## config.mk

```make
export PLATFORM = sky130hd
export DESIGN_NAME = chm_front
export DESIGN_NICKNAME = d
export VERILOG_FILES = /design/src/hdl/chm_pkg.sv /design/src/hdl/chm_front.sv
export SDC_FILE = /design/constraint.sdc
export NUM_CORES = 1
export LEC_CHECK = 0
export ABC_AREA = 1
export BUFFER_PORTS_ARGS = -buffer_cell sky130_fd_sc_hd__buf_2
export CAP_MARGIN = 5
export CELL_PAD_IN_SITES_DETAIL_PLACEMENT = 1
export CELL_PAD_IN_SITES_GLOBAL_PLACEMENT = 2
export CORE_UTILIZATION = 40
export CTS_BUF_LIST = sky130_fd_sc_hd__clkbuf_2 sky130_fd_sc_hd__clkbuf_4 sky130_fd_sc_hd__clkbuf_8
export DETAILED_ROUTE_END_ITERATION = 8
export PLACE_DENSITY = 0.8
export SETUP_SLACK_MARGIN = 0.15
export SLEW_MARGIN = 20
export SYNTH_ARGS = -nofsm -noshare
export SYNTH_HDL_FRONTEND = slang
export SYNTH_SLANG_ARGS = --single-unit
```

## constraint.sdc

```tcl
create_clock -name clk -period 14.15 [get_ports clk]
set_clock_uncertainty 0.15 [all_clocks]
set_input_delay 1.415 -clock clk [delete_from_list [all_inputs] [get_ports clk]]
set_output_delay 1.415 -clock clk [all_outputs]
set_load 0.02 [all_outputs]
```

## src/hdl/chm_pkg.sv

```systemverilog
// ----------------------------------------------------------------------------
// chm_pkg
// Shared types and codes of the chained hash map engine.
// ----------------------------------------------------------------------------
package chm_pkg;

  localparam int ENTRY_W = 11;

  localparam logic [1:0] FUNC_ADD    = 2'd0;
  localparam logic [1:0] FUNC_REMOVE = 2'd1;
  localparam logic [1:0] FUNC_LOOKUP = 2'd2;

  localparam logic [2:0] ST_INSERTED  = 3'd0;
  localparam logic [2:0] ST_UPDATED   = 3'd1;
  localparam logic [2:0] ST_REMOVED   = 3'd2;
  localparam logic [2:0] ST_NOT_FOUND = 3'd3;
  localparam logic [2:0] ST_POOL_FULL = 3'd4;

  localparam logic [3:0] BIN_POWER_RESET = 4'd8;

  typedef struct packed {
    logic [1:0]  func;
    logic [63:0] key;
    logic [63:0] new_value;
    logic [63:0] miss_value;
  } req_t;

  typedef struct packed {
    logic [2:0]         status;
    logic               found;
    logic [63:0]        read_value;
    logic [ENTRY_W-1:0] entries;
  } rsp_t;

endpackage

```

## src/hdl/chm_front.sv

```systemverilog
// ----------------------------------------------------------------------------
// chm_front
// Accepts items, hashes the key to a bin and queues them for the walker.
// ----------------------------------------------------------------------------
module chm_front #(
  parameter int BIN_POWER_MAX = 8,
  parameter int HASH_MULT     = 65521
) (
  input  logic                     clk,
  input  logic                     rst,
  input  logic [3:0]               bin_power,
  input  logic                     in_valid,
  output logic                     in_ready,
  input  chm_pkg::req_t            in_req,
  output logic                     q_valid,
  input  logic                     q_pop,
  output chm_pkg::req_t            q_req,
  output logic [BIN_POWER_MAX-1:0] q_bin
);

  localparam logic [15:0] MULT = HASH_MULT[15:0];

  chm_pkg::req_t            ent_req [2];
  logic [BIN_POWER_MAX-1:0] ent_bin [2];
  logic                     wr_ptr;
  logic                     rd_ptr;
  logic [1:0]               count;

  logic [31:0]              prod;
  logic [4:0]               pw;
  logic [BIN_POWER_MAX:0]   mask;
  logic [BIN_POWER_MAX-1:0] bin;
  logic                     push;
  logic                     pop;

  // only the low 16 product bits can reach the bin index
  always_comb begin
    prod = in_req.key[15:0] * MULT;
    if (bin_power == 4'd0) begin
      pw = 5'd1;
    end else if ({1'b0, bin_power} > 5'(BIN_POWER_MAX)) begin
      pw = 5'(BIN_POWER_MAX);
    end else begin
      pw = {1'b0, bin_power};
    end
    mask = ({{BIN_POWER_MAX{1'b0}}, 1'b1} << pw) - 1'b1;
    bin  = prod[BIN_POWER_MAX-1:0] & mask[BIN_POWER_MAX-1:0];
  end

  assign in_ready = (count != 2'd2);
  assign push     = in_valid && in_ready;
  assign q_valid  = (count != 2'd0);
  assign pop      = q_pop && q_valid;
  assign q_req    = ent_req[rd_ptr];
  assign q_bin    = ent_bin[rd_ptr];

  always_ff @(posedge clk) begin
    if (push) begin
      ent_req[wr_ptr] <= in_req;
      ent_bin[wr_ptr] <= bin;
    end
    if (rst) begin
      wr_ptr <= 1'b0;
      rd_ptr <= 1'b0;
      count  <= 2'd0;
    end else begin
      if (push) wr_ptr <= ~wr_ptr;
      if (pop) rd_ptr <= ~rd_ptr;
      count <= count + {1'b0, push} - {1'b0, pop};
    end
  end

endmodule

```

# After elaboration in Yosys (flattened, before gate mapping)
# Memories as Yosys holds them, arrays and structs flattened. A register that Yosys moved wholly into a read port is not among the register bits.
# Cells that the tools add are included.
dict set report totals {
  regBits 4
  ramBits 404
  inputBits 202
  output_inout_bits 204
  wordCells 27
  memories 2
}
# name depth word_bits rd rd_clocked_by_memory_dff write_ports line_no
set memory_table {}
lappend memory_table {ent_req 2 194 1 1 1 chm_front.sv:23} ;# chm_pkg::req_t ent_req [2];
lappend memory_table {ent_bin 2 8 1 1 1 chm_front.sv:24} ;# logic [BIN_POWER_MAX-1:0] ent_bin [2];
dict set report classes {
  add_sub_neg 3
  multipliers 1
  magnitude_cmp 1
  eq_ne 1
  shift 1
  muxes 8
  bitwise 3
  n_reduce_logical 4
}
# operator n
set ops {}
lappend ops {{multiplier 16 x 16 -> 8 bit, second input constant} 1}
lappend ops {{bitwise AND 8 bit} 1}
lappend ops {{2-to-1 mux 4 bit} 2}
lappend ops {{left shift 1 x 4 -> 8 bit, first input constant} 1}
lappend ops {{subtractor 8 x 1 -> 8 bit, second input constant} 1}
lappend ops {{2-to-1 mux 1 bit} 6}
lappend ops {{> comparator 4 bit, second input constant} 1}
lappend ops {{logical NOT 4 bit} 1}
lappend ops {{adder 2 x 1 -> 2 bit} 1}
lappend ops {{logical AND 1 bit} 2}
lappend ops {{inequality test 2 bit, second input constant} 1}
lappend ops {{NOT 1 bit} 2}
lappend ops {{nonzero test 2 bit} 1}
lappend ops {{subtractor 2 x 1 -> 2 bit} 1}

# Longest topological paths before layout
dict set report logic_depth {
  depth_word 6
  ltp_mapped 13
  depth_no_buf 13
}

# Least setup slack after synthesis
# Ideal clock, no wire load.
dict set report synth_timing {
  path_type {input to register}
  start {input port in_valid}
  end {memory ent_bin[1][0] (enable)}
  setup_ns 0.769
  arrival_time_ns 9.912
  required_time_ns 13.231
  slack_ns 3.318
  cell_stages 2
  path_buffers 0
  cell_sequence {nand2_1 nor2_1}
}
dict set report synth_between {
  elab_chain_len 3
}
# element line_no
set synth_lines {}
lappend synth_lines {{from (decl)} chm_front.sv:12} ;# input logic in_valid,
lappend synth_lines {{logical AND 1 bit} chm_front.sv:51} ;# assign push = in_valid && in_ready;
lappend synth_lines {{2-to-1 mux 1 bit} chm_front.sv:58} ;# if (push) begin
lappend synth_lines {{2-to-1 mux 1 bit (implied by the code)} chm_front.sv:60} ;# ent_bin[wr_ptr] <= bin;
lappend synth_lines {{to (decl)} chm_front.sv:24}
# Every way passes these cells.

==> qor.txt <==
standard-cell rows: 71
Int Pwr: 2.461 mW
CTS tree: yes
CTS Hold Bufs: 0
IO Port Bufs: 405
Max Root-Sink Buffers: 3
FILL cells: 3678
CP Max Fanout: 71
final hold violations: 0
Unique masters post-synth: 23
commonest non-fill, non-tap cells in the layout: buf_2, edfxtp_1, mux2_2
post-CTS setup buffer count: 0
RSZ-0062 raised after global routing: false
num ports: 406
Switching Fraction: 0.3065
total track usage: 0.1787
Pwr Total: 3.548 mW
R2R Path Start: count[0]
Yosys reg bits: 409
clock sink total: 409
pre-CTS setup slack: 10.11 ns
peak supply drop: 0.0001181 V
crit path launch type: flip-flop
pwr/cell area: 185.8 nW/um2
net count after synthesis: 942
die area: 38900 um2
via/cell ratio: 4.651
CTS resizes: 0
top area cells in the synthesized netlist: edfxtp_1, mux2_2, buf_6
Least-Margin Pin Slew: 1.212 ns
Final Util: 0.5083
Die Span X: 197.2 um
NetSw: 1.088 mW
CTS H-tree lvls: 3
Logic pwr share: 0.259
CP endpoint kind: output port
worst setup margin: 9.579 ns
Synth Instances: 728
Min Hold Slack: 0.3438 ns
Worst-Skew Late Latency: 0.59 ns
status: complete, no violations
fin crit period: 4.571 ns
CTS Root Cell: clkbuf_8
Final Net Count: 1400
first-pass GRT wire length: 51970 um
Core ar.: 37580 um2
Initial Util: 0.4057
Synth Area per Inst: 20.94 um2
final WL: 35240 um
Setup violations, final: 0
leading area contributor after synthesis: edfxtp_1
share of the synthesized area in the top cell type: 0.7958
drt pass-1 iters: 4
WS Path Type: reg -> out
Overflow after GRT: 0
Synth Warn #: 0
Vias: 8153
Clock transition at path regs: 0.06 ns
Clk pwr share: 0.286
FMAX: 0.2188 GHz
Hold/Removal Path Class: reg -> reg
most common cell after layout, fill and taps aside: buf_2
arrival time of the worst setup path: 3.01 ns
# DRC: 0
WL/cell: 20.10 um
Flop pwr share: 0.456
RD Place Congestion: 0.7644
largest net degree at the start of global routing: 172
initial antenna violation count: 8
detailed placer's ending HPWL: 23620 um
first-iteration detailed-routing DRC count: 295
Worst Reg2Reg Path Length in Cells: 5
register area share after synthesis: 0.8024
CTS buffer count: 70
Hold Startpoint: rd_ptr
remaining antenna violation count: 0
flop-to-flop setup slack: 11.10 ns
Final Max Slew Viols: 0
WP data required: 12.59 ns
layout cells sized above 1: 0.5840
headroom to the max-slew limit: 0.1919
Area growth syn-to-layout: 25.29%
Max-Cap Viols: 0
Setup TNS Final: 0 ns
period utilization: 0.3231
Mapped Area: 15240 um2
Hold Path Cell Cnt: 2
worst reg2reg endpoint: ent_req[0][124]
leakage: 7.204 nW
vias in the first global route: 8842
Die Height: 197.2 um
-- per-stage QoR --
step                      cell area (um2)  cells
after floorplan                     15240    728
after global placement              17750   1625
after detailed placement            17750   1625
after CTS                           19090   1749
after global routing                19090   1751
final                               19100   1753
-- synth_stat cells --
| master | instances |
|---|---|
| nand2_1 | 29 |
| buf_6 | 18 |
| nor2_1 | 12 |
| conb_1 | 1 |
| clkbuf_1 | 1 |
| a21oi_1 | 6 |
| ha_1 | 11 |
| dfxtp_1 | 5 |
| inv_1 | 18 |
| edfxtp_1 | 404 |
| fa_1 | 1 |
| nor3b_1 | 1 |
| nor3_1 | 2 |
| nand3_1 | 5 |
| nor4_1 | 1 |
| o21a_1 | 1 |
| or2_2 | 2 |
| buf_4 | 2 |
| xor2_1 | 1 |
| mux2_2 | 202 |
| o21ai_0 | 2 |
| buf_2 | 2 |
| nand4_1 | 1 |
-- power groups by stage --
stage          Combinational [mW]  Clock, mW  Sequential, mW
3_5_place_dp                0.931          0            1.64
5_1_grt                     0.984       1.10            1.64
3_3_place_gp                0.924          0            1.63
6_report                    0.918       1.01            1.62
2_1_floorplan               0.658          0            1.67
4_1_cts                     0.936       1.05            1.62
-- critical path: stages, from the launching register on --
cell	delay, ns
dfxtp_4	0.82
buf_4	0.83
mux2_2	0.44
buf_2	0.17
-- layout make-up --
type	instances	area, um2	area share
repair buffers	409	2082	0.1090
flip-flops and latches	409	12240	0.6406
well taps	511	639.4	0.03348
diodes	4	10.01	0.0005241
clock inverters	28	152.6	0.007992
multi-input cells	278	2729	0.1429
clock buffers	96	1184	0.06197
inverters	18	67.56	0.003537
-- worst max-delay path by stage --
stage                     startpoint       endpoint  slack [ns]  cells after the start
after global placement     flip-flop     q_req[117]       10.11                      3
after CTS                  flip-flop      q_req[22]        9.46                      3
final                      flip-flop     q_req[117]        9.58                      3
after floorplan             in_valid  ent_bin[1][0]        3.32                      2
after detailed placement   flip-flop      q_req[22]       10.11                      3
after global routing       flip-flop     q_req[117]        9.36                      3
-- cells by family (layout without fill, tap and decap cells) --
family,count (synthesis),count (layout),synth area share
flip-flops,409,409,0.8024
adder cells (fa/ha/maj),12,12,0.01034
buffers and inverters,41,551,0.01961
XOR/XNOR,1,1,0.0005746
multiplexers,202,202,0.1492
AND/OR/NAND/NOR,53,53,0.01453
other,1,5,0.0002460
AO/OA/AOI/OAI,9,9,0.003119
-- registers in the layout, indices dropped and copies added, names as in the netlist, named ones only --
| register | cells |
|---|---|
| count | 2 |
| wr_ptr | 1 |
| rd_ptr | 1 |
| ent_bin | 16 |
| ent_req | 388 |
-- metal layers --
metal  routed length, um  global-route usage  up-vias
met3                3038             0.06932       48
met4                 703             0.07350        4
met2               17810              0.2989      302
met5                  26                   0        -
li1                    -                   -     3780
met1               13670              0.2046     4019
No activity file was read; power rests on OpenSTA's default activity.
